[src/hw/rtl/wheel_motor_drive_odometry_top_defines.svh]
// Assertion macros for the wheel drive and odometry block.
// Included by the modules that carry concurrent assertions; needs clk and rst_n in scope.
`ifndef WHEEL_MOTOR_DRIVE_ODOMETRY_TOP_DEFINES_SVH
`define WHEEL_MOTOR_DRIVE_ODOMETRY_TOP_DEFINES_SVH

`ifndef NO_ASSERTIONS
`define WMDO_ASSERT(lbl, prop, msg) \
  lbl: assert property (@(posedge clk) disable iff (!rst_n) (prop)) else $error(msg);
`define WMDO_ASSERT_IMP(lbl, ante, cons, msg) \
  lbl: assert property (@(posedge clk) disable iff (!rst_n) (ante) |-> (cons)) \
    else $error(msg);
`define WMDO_ASSERT_NEXT(lbl, ante, cons, msg) \
  lbl: assert property (@(posedge clk) disable iff (!rst_n) (ante) |=> (cons)) \
    else $error(msg);
`else
`define WMDO_ASSERT(lbl, prop, msg)
`define WMDO_ASSERT_IMP(lbl, ante, cons, msg)
`define WMDO_ASSERT_NEXT(lbl, ante, cons, msg)
`endif

`endif

[src/hw/rtl/wmdo_pkg.sv]
// Shared widths, codes and controller/datapath interface types for the wheel drive block.
// No dependencies.
package wmdo_pkg;

  localparam int TIME_W    = 32;
  localparam int RADIUS_W  = 10;
  localparam int TMO_W     = 16;
  localparam int SPEED_W   = 9;
  localparam int COUNT_W   = 32;
  localparam int RPM_W     = 16;
  localparam int VEL_W     = 23;
  localparam int DIST_W    = 45;
  localparam int DUTY_W    = 8;
  localparam int FRAC_BITS = 11;

  // Opcodes of an input request.
  localparam logic [1:0] OP_TICK    = 2'd0;
  localparam logic [1:0] OP_PULSE   = 2'd1;
  localparam logic [1:0] OP_SPEED   = 2'd2;
  localparam logic [1:0] OP_REFRESH = 2'd3;

  // Divider for 1000 / interval.
  localparam int DIV_W       = 10;
  localparam int DIV_STEPS   = DIV_W;
  localparam int DIV_CNT_W   = $clog2(DIV_STEPS);
  localparam logic [DIV_W-1:0] DIVIDEND    = DIV_W'(1000);
  localparam logic [DIV_W-1:0] DIVISOR_BIG = DIV_W'(1001);
  localparam int MS_PER_S    = 1000;

  // Fixed-point scale factors.
  localparam int VEL_MUL_W  = 8;
  localparam int DIST_MUL_W = 14;
  localparam logic [VEL_MUL_W-1:0]  VEL_MUL  = VEL_MUL_W'(213);
  localparam logic [DIST_MUL_W-1:0] DIST_MUL = DIST_MUL_W'(12868);
  localparam int KV_W    = RADIUS_W + VEL_MUL_W;
  localparam int KD_W    = RADIUS_W + DIST_MUL_W;
  localparam int VPROD_W = KV_W + RPM_W;
  localparam int DPROD_W = COUNT_W + KD_W;

  // Configuration port.
  localparam int PADDR_W     = 4;
  localparam int PDATA_W     = 32;
  localparam int REG_IDX_LSB = 2;
  localparam int REG_IDX_W   = PADDR_W - REG_IDX_LSB;
  localparam logic [REG_IDX_W-1:0] REG_RADIUS  = 2'd0;
  localparam logic [REG_IDX_W-1:0] REG_INVERSE = 2'd1;
  localparam logic [REG_IDX_W-1:0] REG_TIMEOUT = 2'd2;
  localparam logic [RADIUS_W-1:0]  RADIUS_RST  = RADIUS_W'(50);
  localparam logic [TMO_W-1:0]     TIMEOUT_RST = TMO_W'(250);

  typedef struct packed {
    logic accept;
    logic div_step;
    logic mul1;
    logic mul2;
    logic load;
  } dp_cmd_t;

  typedef struct packed {
    logic div_done;
  } dp_sts_t;

endpackage

[src/hw/rtl/wmdo_ctrl.sv]
// Sequencing controller for the wheel drive block: handshakes and datapath commands.
// Depends on wmdo_pkg and the assertion macro header.
`include "wheel_motor_drive_odometry_top_defines.svh"

module wmdo_ctrl (
  input  logic               clk,
  input  logic               rst_n,
  input  logic               in_valid,
  output logic               in_stall,
  input  logic [1:0]         in_opcode,
  output logic               out_valid,
  input  logic               out_stall,
  output wmdo_pkg::dp_cmd_t  cmd,
  input  wmdo_pkg::dp_sts_t  sts
);

  typedef enum logic [4:0] {
    S_IDLE = 5'b00001,
    S_DIV  = 5'b00010,
    S_MUL1 = 5'b00100,
    S_MUL2 = 5'b01000,
    S_LOAD = 5'b10000
  } state_t;

  state_t state_r, state_nxt;
  logic   out_valid_r, out_valid_nxt;
  logic   accept;

  assign in_stall  = (state_r != S_IDLE) || !rst_n;
  assign accept    = in_valid && !in_stall;
  assign out_valid = out_valid_r;

  always_comb begin
    cmd          = '0;
    cmd.accept   = accept;
    cmd.div_step = (state_r == S_DIV);
    cmd.mul1     = (state_r == S_MUL1);
    cmd.mul2     = (state_r == S_MUL2);
    // The result register may be refilled once the previous request has been taken.
    cmd.load     = (state_r == S_LOAD) && (!out_valid_r || !out_stall);
  end

  always_comb begin
    state_nxt = state_r;
    case (state_r)
      S_IDLE: begin
        if (accept) begin
          state_nxt = (in_opcode == wmdo_pkg::OP_PULSE) ? S_DIV : S_LOAD;
        end
      end
      S_DIV: begin
        if (sts.div_done) begin
          state_nxt = S_MUL1;
        end
      end
      S_MUL1: state_nxt = S_MUL2;
      S_MUL2: state_nxt = S_LOAD;
      S_LOAD: begin
        if (cmd.load) begin
          state_nxt = S_IDLE;
        end
      end
      default: state_nxt = S_IDLE;
    endcase
  end

  always_comb begin
    if (cmd.load) begin
      out_valid_nxt = 1'b1;
    end else if (out_stall) begin
      out_valid_nxt = out_valid_r;
    end else begin
      out_valid_nxt = 1'b0;
    end
  end

  always_ff @(posedge clk) begin
    if (!rst_n) begin
      state_r     <= S_IDLE;
      out_valid_r <= 1'b0;
    end else begin
      state_r     <= state_nxt;
      out_valid_r <= out_valid_nxt;
    end
  end

  `WMDO_ASSERT_NEXT(a_pulse_enters_div, accept && (in_opcode == wmdo_pkg::OP_PULSE), state_r == S_DIV, "pulse request did not start the divider")
  `WMDO_ASSERT_NEXT(a_short_op_to_load, accept && (in_opcode != wmdo_pkg::OP_PULSE), state_r == S_LOAD, "single-cycle request did not go to result load")
  `WMDO_ASSERT_NEXT(a_div_end_to_mul, (state_r == S_DIV) && sts.div_done, state_r == S_MUL1, "divider end not followed by multiply")
  `WMDO_ASSERT_NEXT(a_load_shows_result, cmd.load, out_valid_r && (state_r == S_IDLE), "loaded result not presented")

endmodule

[config.mk]
export PLATFORM = sky130hd
export DESIGN_NAME = wmdo_ctrl
export DESIGN_NICKNAME = d
export VERILOG_FILES = /design/src/hw/rtl/wmdo_pkg.sv /design/src/hw/rtl/wmdo_ctrl.sv
export VERILOG_INCLUDE_DIRS = /design/src /design/src/hw/rtl
export SDC_FILE = /design/constraint.sdc
export NUM_CORES = 1
export LEC_CHECK = 0
export BUFFER_PORTS_ARGS = -buffer_cell sky130_fd_sc_hd__buf_2
export CORE_AREA = 2 2 39 41
export CTS_CLUSTER_DIAMETER = 40
export DETAILED_ROUTE_END_ITERATION = 8
export DIE_AREA = 0 0 41 43
export GPL_TIMING_DRIVEN = 0
export HOLD_SLACK_MARGIN = 0.05
export SETUP_SLACK_MARGIN = 0.15
export SLEW_MARGIN = 20
export SYNTH_ARGS = -nofsm -noshare
export SYNTH_HDL_FRONTEND = slang
export SYNTH_SLANG_ARGS = --single-unit
[constraint.sdc]
create_clock -name clk -period 1.52 [get_ports clk]
set_input_delay 0.076 -clock clk [delete_from_list [all_inputs] [get_ports clk]]
set_output_delay 0.076 -clock clk [all_outputs]
set_load 0.03 [all_outputs]
==> run_summary.xml, run 1 <==
<?xml version="1.0" encoding="UTF-8"?>
<metrics>
  <group name="outcome">
    <metric name="status" unit="">finished, violations left</metric>
    <metric name="violations_in_the_final_reports" unit="">setup timing</metric>
  </group>
  <group name="timing">
    <metric name="skew" unit="ns">0.003273</metric>
    <metric name="max_slew.worst_pin.slew" unit="ns">0.2804</metric>
    <metric name="min_period" unit="ns">1.559</metric>
    <metric name="timing.fmax" unit="GHz">0.6413</metric>
    <metric name="max-slew-margin-rel" unit="%">81.31</metric>
    <metric name="finalSetupTns" unit="ns">-0.03926</metric>
    <metric name="final.setup.worst_slack" unit="ns">-0.03926</metric>
    <metric name="hold_violations" unit="">0</metric>
    <metric name="count_of_final_max_slew_check_failures" unit="">0</metric>
    <metric name="finalSetupViolCount" unit="">1</metric>
    <metric name="rsz0062_at_grt" unit="">true</metric>
    <metric name="crit_share_post_route" unit="%">102.6</metric>
  </group>
  <group name="grt">
    <metric name="antenna_found_initial" unit="">0</metric>
    <metric name="maximum_number_of_pins_on_one_net_before_global_route_repair" unit="">8</metric>
    <metric name="grt_util_all_layers" unit="%">12.86</metric>
    <metric name="grt_pass1_vias" unit="">357</metric>
    <metric name="globalRoute.totalOverflow" unit="">0</metric>
    <metric name="first_pass_grt_wire_length" unit="um">1449</metric>
  </group>
  <group name="synthesis">
    <metric name="synth_adder_area_share" unit="%">0</metric>
    <metric name="yosys.cell_count.top_type" unit="">sky130_fd_sc_hd__dfxtp_1</metric>
    <metric name="postSynthNetCount" unit="">54</metric>
    <metric name="ys_dominant_reg_cell" unit="">sky130_fd_sc_hd__dfxtp_1</metric>
    <metric name="yosys.area_share.xor_xnor" unit="%">2.280</metric>
    <metric name="number_of_synthesized_flops_with_an_enable_pin" unit="">0</metric>
    <metric name="synth_top_family_by_area" unit="">simple AND/OR/NAND/NOR gates</metric>
    <metric name="ys.warnings.count" unit="">0</metric>
    <metric name="synthDistinctLibCells" unit="">26</metric>
    <metric name="synth_largest_area_cell" unit="">sky130_fd_sc_hd__dfxtp_1</metric>
    <metric name="synth_mux_area_share" unit="%">0</metric>
    <metric name="synth_seq_cells" unit="">6</metric>
    <metric name="async_reset_ff_share" unit="%">0</metric>
    <metric name="number_of_standard_cells_after_synthesis" unit="">47</metric>
    <metric name="synth.top_cells.by_count" unit="">sky130_fd_sc_hd__dfxtp_1, sky130_fd_sc_hd__nand2_1, sky130_fd_sc_hd__nor2_1</metric>
    <metric name="synthesis.area_per_instance" unit="um^2">8.173</metric>
    <metric name="synth_sequential_area_ratio" unit="%">31.27</metric>
    <metric name="yosys-top-cells-area" unit="">sky130_fd_sc_hd__dfxtp_1, sky130_fd_sc_hd__and3_1, sky130_fd_sc_hd__o32ai_2</metric>
    <metric name="synth-simple-area-share" unit="%">32.90</metric>
    <metric name="synth_top_area_share" unit="%">31.27</metric>
    <metric name="synth_area" unit="um^2">384.1</metric>
    <metric name="synth_compound_gate_area_share" unit="%">22.80</metric>
  </group>
  <group name="die">
    <metric name="io-pin-count" unit="">14</metric>
    <metric name="core_region_area" unit="um^2">1384</metric>
    <metric name="num_rows" unit="">14</metric>
    <metric name="start_util" unit="%">27.76</metric>
    <metric name="die_area" unit="um^2">1763</metric>
    <metric name="fp.dieH" unit="um">43</metric>
    <metric name="die_width" unit="um">41</metric>
  </group>
  <group name="setup_path">
    <metric name="cp-start-kind" unit="">flip-flop</metric>
    <metric name="cp.required" unit="ns">1.44</metric>
    <metric name="path_delay_family" unit="">simple AND/OR/NAND/NOR gates</metric>
    <metric name="slowest_stage" unit="">sky130_fd_sc_hd__or4b_4</metric>
    <metric name="timing.critical_path.arrival" unit="ns">1.48</metric>
    <metric name="critical_path.max_stage_delay" unit="ns">0.48</metric>
    <metric name="path_class" unit="">flip-flop to output pin</metric>
    <metric name="critical_path.endpoint_type" unit="">output pin</metric>
    <metric name="most_used_cell_along_the_critical_path" unit="">sky130_fd_sc_hd__buf_6</metric>
    <metric name="worstPathCellList" unit="">buf_6 -&gt; or4b_4 -&gt; nand2b_4 -&gt; clkinv_2 -&gt; buf_6</metric>
    <metric name="timing.critical_path.fanout_max" unit="">4</metric>
    <metric name="path_buf_inv" unit="">3</metric>
  </group>
  <group name="detailed_routing">
    <metric name="detailedRoute.firstPassIterationCount" unit="">5</metric>
    <metric name="final_antenna_net_count" unit="">0</metric>
    <metric name="vias_post_dr" unit="">414</metric>
    <metric name="drt_iter0_drc" unit="">7</metric>
    <metric name="vias_per_cell" unit="">5.049</metric>
    <metric name="drt_drc_violations_left" unit="">0</metric>
    <metric name="avgRoutedWirePerCell" unit="um">11.52</metric>
    <metric name="post_detailed_routing_wire_length" unit="um">945</metric>
  </group>
  <group name="final_layout">
    <metric name="sequential_cell_area" unit="um^2">122.6</metric>
    <metric name="diodes_inserted" unit="">0</metric>
    <metric name="final-instance-count-excl-fill" unit="">82</metric>
    <metric name="flow.area_growth_from_synthesis" unit="%">45.28</metric>
    <metric name="final_util" unit="%">40.33</metric>
    <metric name="final.fill_count" unit="">154</metric>
    <metric name="multiInputGateArea" unit="um^2">251.5</metric>
    <metric name="layout-drive-gt1-share" unit="%">48.48</metric>
    <metric name="finish.net_count" unit="">75</metric>
  </group>
  <group name="clocking">
    <metric name="numClockSinks" unit="">6</metric>
    <metric name="clk_lat_worst_skew" unit="ns">0.24</metric>
    <metric name="clk_root_buffer_cell" unit="">sky130_fd_sc_hd__clkbuf_4</metric>
    <metric name="h_tree_depth" unit="">1</metric>
    <metric name="cts.path.max_buffers" unit="">2</metric>
    <metric name="cts_tree" unit="">done</metric>
    <metric name="cts_buffers" unit="">3</metric>
    <metric name="worst_setup_hold_path_clk_slew" unit="ns">0.04</metric>
  </group>
  <group name="pwr">
    <metric name="totalPowerFinal" unit="uW">578.8</metric>
    <metric name="p_leak" unit="uW">0.0002716</metric>
    <metric name="power-per-cell-area" unit="nW/um^2">1037</metric>
    <metric name="vdd_ir_drop_max" unit="mV">0.3176</metric>
  </group>
  <group name="place">
    <metric name="instance_count_after_placement_with_tap_cells_included" unit="">76</metric>
    <metric name="worst_case_setup_slack_after_placement" unit="ns">0.1319</metric>
    <metric name="dp_hpwl" unit="um">686.3</metric>
    <metric name="numPortBuffers" unit="">13</metric>
    <metric name="gpl.final_weighted_congestion" unit="">0.7184</metric>
  </group>
  <group name="run">
    <metric name="cap_viol_max_count" unit="">0</metric>
  </group>
  <group name="worst_hold_path">
    <metric name="holdCritPathClass" unit="">input port to flip-flop</metric>
  </group>
</metrics>
## metrics by stage
step | hold WS, ns | area, um^2
after floorplan | 0.1977 | 390.4
after global placement | 0.3767 | 475.5
after detailed placement | 0.3728 | 475.5
after CTS | 0.1184 | 536.8
after global routing | 0.1403 | 558.0
final | 0.1265 | 558.0
## repair_timing
action                                  CTS  global route
cloned                                    0             0
resized for setup                         6             5
hold buffers                              0             0
endpoints found under the setup margin    7             9
setup buffers                             3             0
pin swaps                                 0             1
## worst paths after layout
path,startpoint,to,slack (ns),cells after the start
min reg2reg,out_valid,out_valid,0.51,2
max,state_r[0],cmd[3],-0.04,5
min,rst_n,state_r[3],0.13,2
max reg2reg,state_r[0],state_r[1],0.01,6
## kinds of logic (layout without fill, tap and decap cells)
kind of cell              count (synthesis)  in the layout
and+or+nand+nor                          21             21
AOI/OAI and AO/OA                        12             12
buffers and inverters                     7             26
DFF                                       6              6
xor gates and xnor gates                  1              1
## layout by cell type (no fill, tap or decap), drive strengths merged, types with 3 or more instances in the layout
master / instances
dfxtp: 6
buf: 19
nand2: 4
a21oi: 3
nor2: 4
and3: 3
clkbuf: 3
inv: 3
## power by group
group          internal (uW)  leakage (uW)  switching (uW)
clock network           88.9     0.0000138            52.2
registers                175     0.0000501            14.0
logic                    107      0.000208             141
total                    371      0.000272             207
## final cells by class
cell class | instances | share of cell area, %
tap | 16 | 3.587
buffer | 3 | 4.709
multi-input combinational | 34 | 45.07
inverter | 4 | 2.915
timing repair buffer | 16 | 17.71
clock buffer | 3 | 4.036
sequential | 6 | 21.97
## flip-flops by register name, indices dropped and copies added, names as in the netlist
register	cells
out_valid	1
state_r	5
## routing by layer
| metal | global-route usage (%) | routed length, um |
|---|---|---|
| met3 | 3.141 | 58 |
| met2 | 19.38 | 466 |
| met1 | 13.55 | 398 |
| met4 | 12.00 | 22 |
| met5 | 0 | 0 |
Power figures use the tool's default switching activity.
==> run 2: changes to the inputs <==
--- a/config.mk
+++ b/config.mk
@@ -15,2 +15,3 @@
 export HOLD_SLACK_MARGIN = 0.05
+export PLACE_DENSITY_LB_ADDON = 0.2
 export SETUP_SLACK_MARGIN = 0.15
--- a/constraint.sdc
+++ b/constraint.sdc
@@ -3,2 +3,2 @@
 set_output_delay 0.076 -clock clk [all_outputs]
-set_load 0.03 [all_outputs]
+set_load 0.1 [all_outputs]
==> run_summary.xml, run 2 (synthesis gave the netlist of run 1 again) <==
<?xml version="1.0" encoding="UTF-8"?>
<metrics>
  <group name="grt">
    <metric name="grt_util_all_layers" unit="%">13.78</metric>
    <metric name="globalRoute.totalOverflow" unit="">0</metric>
    <metric name="grt_pass1_vias" unit="">393</metric>
    <metric name="maximum_number_of_pins_on_one_net_before_global_route_repair" unit="">8</metric>
    <metric name="groute.layer.met1.usage" unit="%">16.83</metric>
    <metric name="grt_util_met3" unit="%">3.665</metric>
    <metric name="gr-usage-met2" unit="%">18.75</metric>
    <metric name="grt_most_used_layer" unit="">met2</metric>
    <metric name="first_pass_grt_wire_length" unit="um">1566</metric>
    <metric name="antenna_found_initial" unit="">0</metric>
  </group>
  <group name="setup_path">
    <metric name="path_class" unit="">flip-flop to output pin</metric>
    <metric name="timing.critical_path.fanout_max" unit="">4</metric>
    <metric name="critical_path.max_stage_delay" unit="ns">0.48</metric>
    <metric name="path_buf_inv" unit="">3</metric>
    <metric name="cp.required" unit="ns">1.44</metric>
    <metric name="slowest_stage" unit="">sky130_fd_sc_hd__or4b_4</metric>
    <metric name="cp-start-kind" unit="">flip-flop</metric>
    <metric name="timing.critical_path.arrival" unit="ns">1.54</metric>
    <metric name="worstPathCellList" unit="">buf_6 -&gt; or4b_4 -&gt; nand2b_4 -&gt; clkinv_8 -&gt; buf_12</metric>
    <metric name="path_delay_family" unit="">simple AND/OR/NAND/NOR gates</metric>
    <metric name="critical_path.endpoint_type" unit="">output pin</metric>
  </group>
  <group name="timing">
    <metric name="final.setup.worst_slack" unit="ns">-0.09695</metric>
    <metric name="crit_share_post_route" unit="%">106.4</metric>
    <metric name="timing.fmax" unit="GHz">0.6184</metric>
    <metric name="count_of_final_max_slew_check_failures" unit="">0</metric>
    <metric name="skew" unit="ns">0.01201</metric>
    <metric name="min_period" unit="ns">1.617</metric>
    <metric name="rsz0062_at_grt" unit="">true</metric>
    <metric name="max-slew-margin-rel" unit="%">67.90</metric>
    <metric name="finalSetupViolCount" unit="">3</metric>
    <metric name="hold_violations" unit="">0</metric>
    <metric name="max_slew.worst_pin.slew" unit="ns">0.4848</metric>
  </group>
  <group name="detailed_routing">
    <metric name="drt_iter0_drc" unit="">4</metric>
    <metric name="final_antenna_net_count" unit="">0</metric>
    <metric name="avgRoutedWirePerCell" unit="um">11.15</metric>
    <metric name="post_detailed_routing_wire_length" unit="um">937</metric>
    <metric name="detailedRoute.firstPassIterationCount" unit="">2</metric>
    <metric name="vias_per_cell" unit="">4.869</metric>
    <metric name="drt_drc_violations_left" unit="">0</metric>
    <metric name="vias_post_dr" unit="">409</metric>
  </group>
  <group name="final_layout">
    <metric name="layout_commonest_cell" unit="">sky130_fd_sc_hd__buf_2</metric>
    <metric name="final.fill_count" unit="">132</metric>
    <metric name="multiInputGateArea" unit="um^2">275.3</metric>
    <metric name="flow.area_growth_from_synthesis" unit="%">80.13</metric>
    <metric name="largest_register_by_flop_count" unit="">state_r</metric>
    <metric name="commonest_non_fill_non_tap_cells_in_the_layout" unit="">sky130_fd_sc_hd__buf_2, sky130_fd_sc_hd__buf_4, sky130_fd_sc_hd__buf_12, sky130_fd_sc_hd__dfxtp_2</metric>
    <metric name="sequential_cell_area" unit="um^2">132.6</metric>
    <metric name="finish.net_count" unit="">76</metric>
    <metric name="layout-drive-gt1-share" unit="%">60.29</metric>
    <metric name="largest_register_ffs" unit="">5</metric>
    <metric name="diodes_inserted" unit="">0</metric>
    <metric name="final_util" unit="%">50.00</metric>
  </group>
  <group name="clocking">
    <metric name="clk_root_buffer_cell" unit="">sky130_fd_sc_hd__clkbuf_4</metric>
    <metric name="cts_buffers" unit="">3</metric>
    <metric name="cts_tree" unit="">done</metric>
    <metric name="cts.path.max_buffers" unit="">2</metric>
    <metric name="clk_lat_worst_skew" unit="ns">0.25</metric>
    <metric name="worst_setup_hold_path_clk_slew" unit="ns">0.05</metric>
    <metric name="numClockSinks" unit="">6</metric>
    <metric name="h_tree_depth" unit="">1</metric>
    <metric name="cts_hold_buffers" unit="">0</metric>
  </group>
  <group name="place">
    <metric name="gpl.final_weighted_congestion" unit="">0.7711</metric>
    <metric name="numPortBuffers" unit="">13</metric>
    <metric name="dp_hpwl" unit="um">689.9</metric>
  </group>
  <group name="die">
    <metric name="num_rows" unit="">14</metric>
    <metric name="io-pin-count" unit="">14</metric>
    <metric name="fp.dieH" unit="um">43</metric>
    <metric name="die_width" unit="um">41</metric>
    <metric name="die_area" unit="um^2">1763</metric>
    <metric name="start_util" unit="%">27.76</metric>
    <metric name="core_region_area" unit="um^2">1384</metric>
  </group>
  <group name="pwr">
    <metric name="totalPowerFinal" unit="uW">747.3</metric>
    <metric name="power-per-cell-area" unit="nW/um^2">1080</metric>
    <metric name="vdd_ir_drop_max" unit="mV">0.5594</metric>
    <metric name="p_leak" unit="uW">0.0002993</metric>
  </group>
  <group name="worst_hold_path">
    <metric name="holdCritPathClass" unit="">input port to flip-flop</metric>
  </group>
  <group name="outcome">
    <metric name="violations_in_the_final_reports" unit="">setup timing</metric>
    <metric name="status" unit="">finished, violations left</metric>
  </group>
  <group name="run">
    <metric name="cap_viol_max_count" unit="">0</metric>
  </group>
</metrics>
[run 2: cell types whose count changed in the layout (fill, tap and decap cells not counted), moves of 2 or more]
cell                      delta
sky130_fd_sc_hd__dfxtp_1     -4
sky130_fd_sc_hd__nand2_1     -2
sky130_fd_sc_hd__nand2_2     +2
sky130_fd_sc_hd__buf_4       -2
sky130_fd_sc_hd__buf_2       -3
sky130_fd_sc_hd__dfxtp_4     +2
sky130_fd_sc_hd__buf_12      +5
sky130_fd_sc_hd__dfxtp_2     +2
[run 2: timing repair]
| action | CTS | global route |
|---|---|---|
| gates resized for setup | 20 | 14 |
| setup endpoints to repair | 9 | 9 |
| setup buffers | 3 | 1 |
| endpoints found under the hold margin | 0 | 0 |
| pin swaps | 1 | 2 |
[run 2: path summary, 6_finish.rpt]
path                    from         end  slack, ns  cells past startpoint
setup / recovery  state_r[0]      cmd[3]       -0.1                      5
hold / removal     out_stall   out_valid       0.11                      3
setup reg to reg  state_r[0]  state_r[1]      -0.02                      6
hold reg to reg    out_valid   out_valid       0.52                      2
[run 2: tightest hold or removal path: stages]
cell and delay [ns]:
sky130_fd_sc_hd__buf_2 0.10, sky130_fd_sc_hd__nand2_1 0.08, sky130_fd_sc_hd__a21oi_1 0.07
[run 2: final cells by class]
cell class / instances / share of cell area [%]
Buffer: 3 / 3.797
Clock buffer: 4 / 3.797
Inverter: 4 / 3.978
Multi-Input combinational cell: 34 / 39.78
Sequential cell: 6 / 19.17
Tap cell: 16 / 2.893
Timing Repair Buffer: 17 / 26.58
[run 2: metrics by stage]
step | area [um^2] | setup slack (ns) | hold WS [ns] | setup TNS, ns | cells
finish | 691.9 | -0.09695 | 0.1146 | -0.1179 | 84
CTS | 624.3 | -0.09915 | 0.1113 | -0.1433 | 83
floorplan | 426.7 | -0.09824 | 0.1973 | -0.09824 | 47
global route | 691.9 | -0.1484 | 0.1147 | -0.2512 | 84
detailed placement | 511.7 | -0.1264 | 0.3767 | -0.1264 | 76
global placement | 511.7 | -0.1299 | 0.3724 | -0.1384 | 76
[run 2: metal layers]
| layer | part of all wire (%) | up-vias |
|---|---|---|
| li1 | - | 209 |
| met1 | 47 | 188 |
| met2 | 46 | 10 |
| met3 | 5.3 | 2 |
| met4 | 1.6 | 0 |
| met5 | 0 | - |
[run 2: report_power, final]
group          internal (uW)  switching, uW  leakage (uW)  total (uW)
Clock                   99.6           60.4     0.0000150         160
Combinational            155            239      0.000233         394
Sequential               177           15.9     0.0000516         193
Total                    432            316      0.000299         747
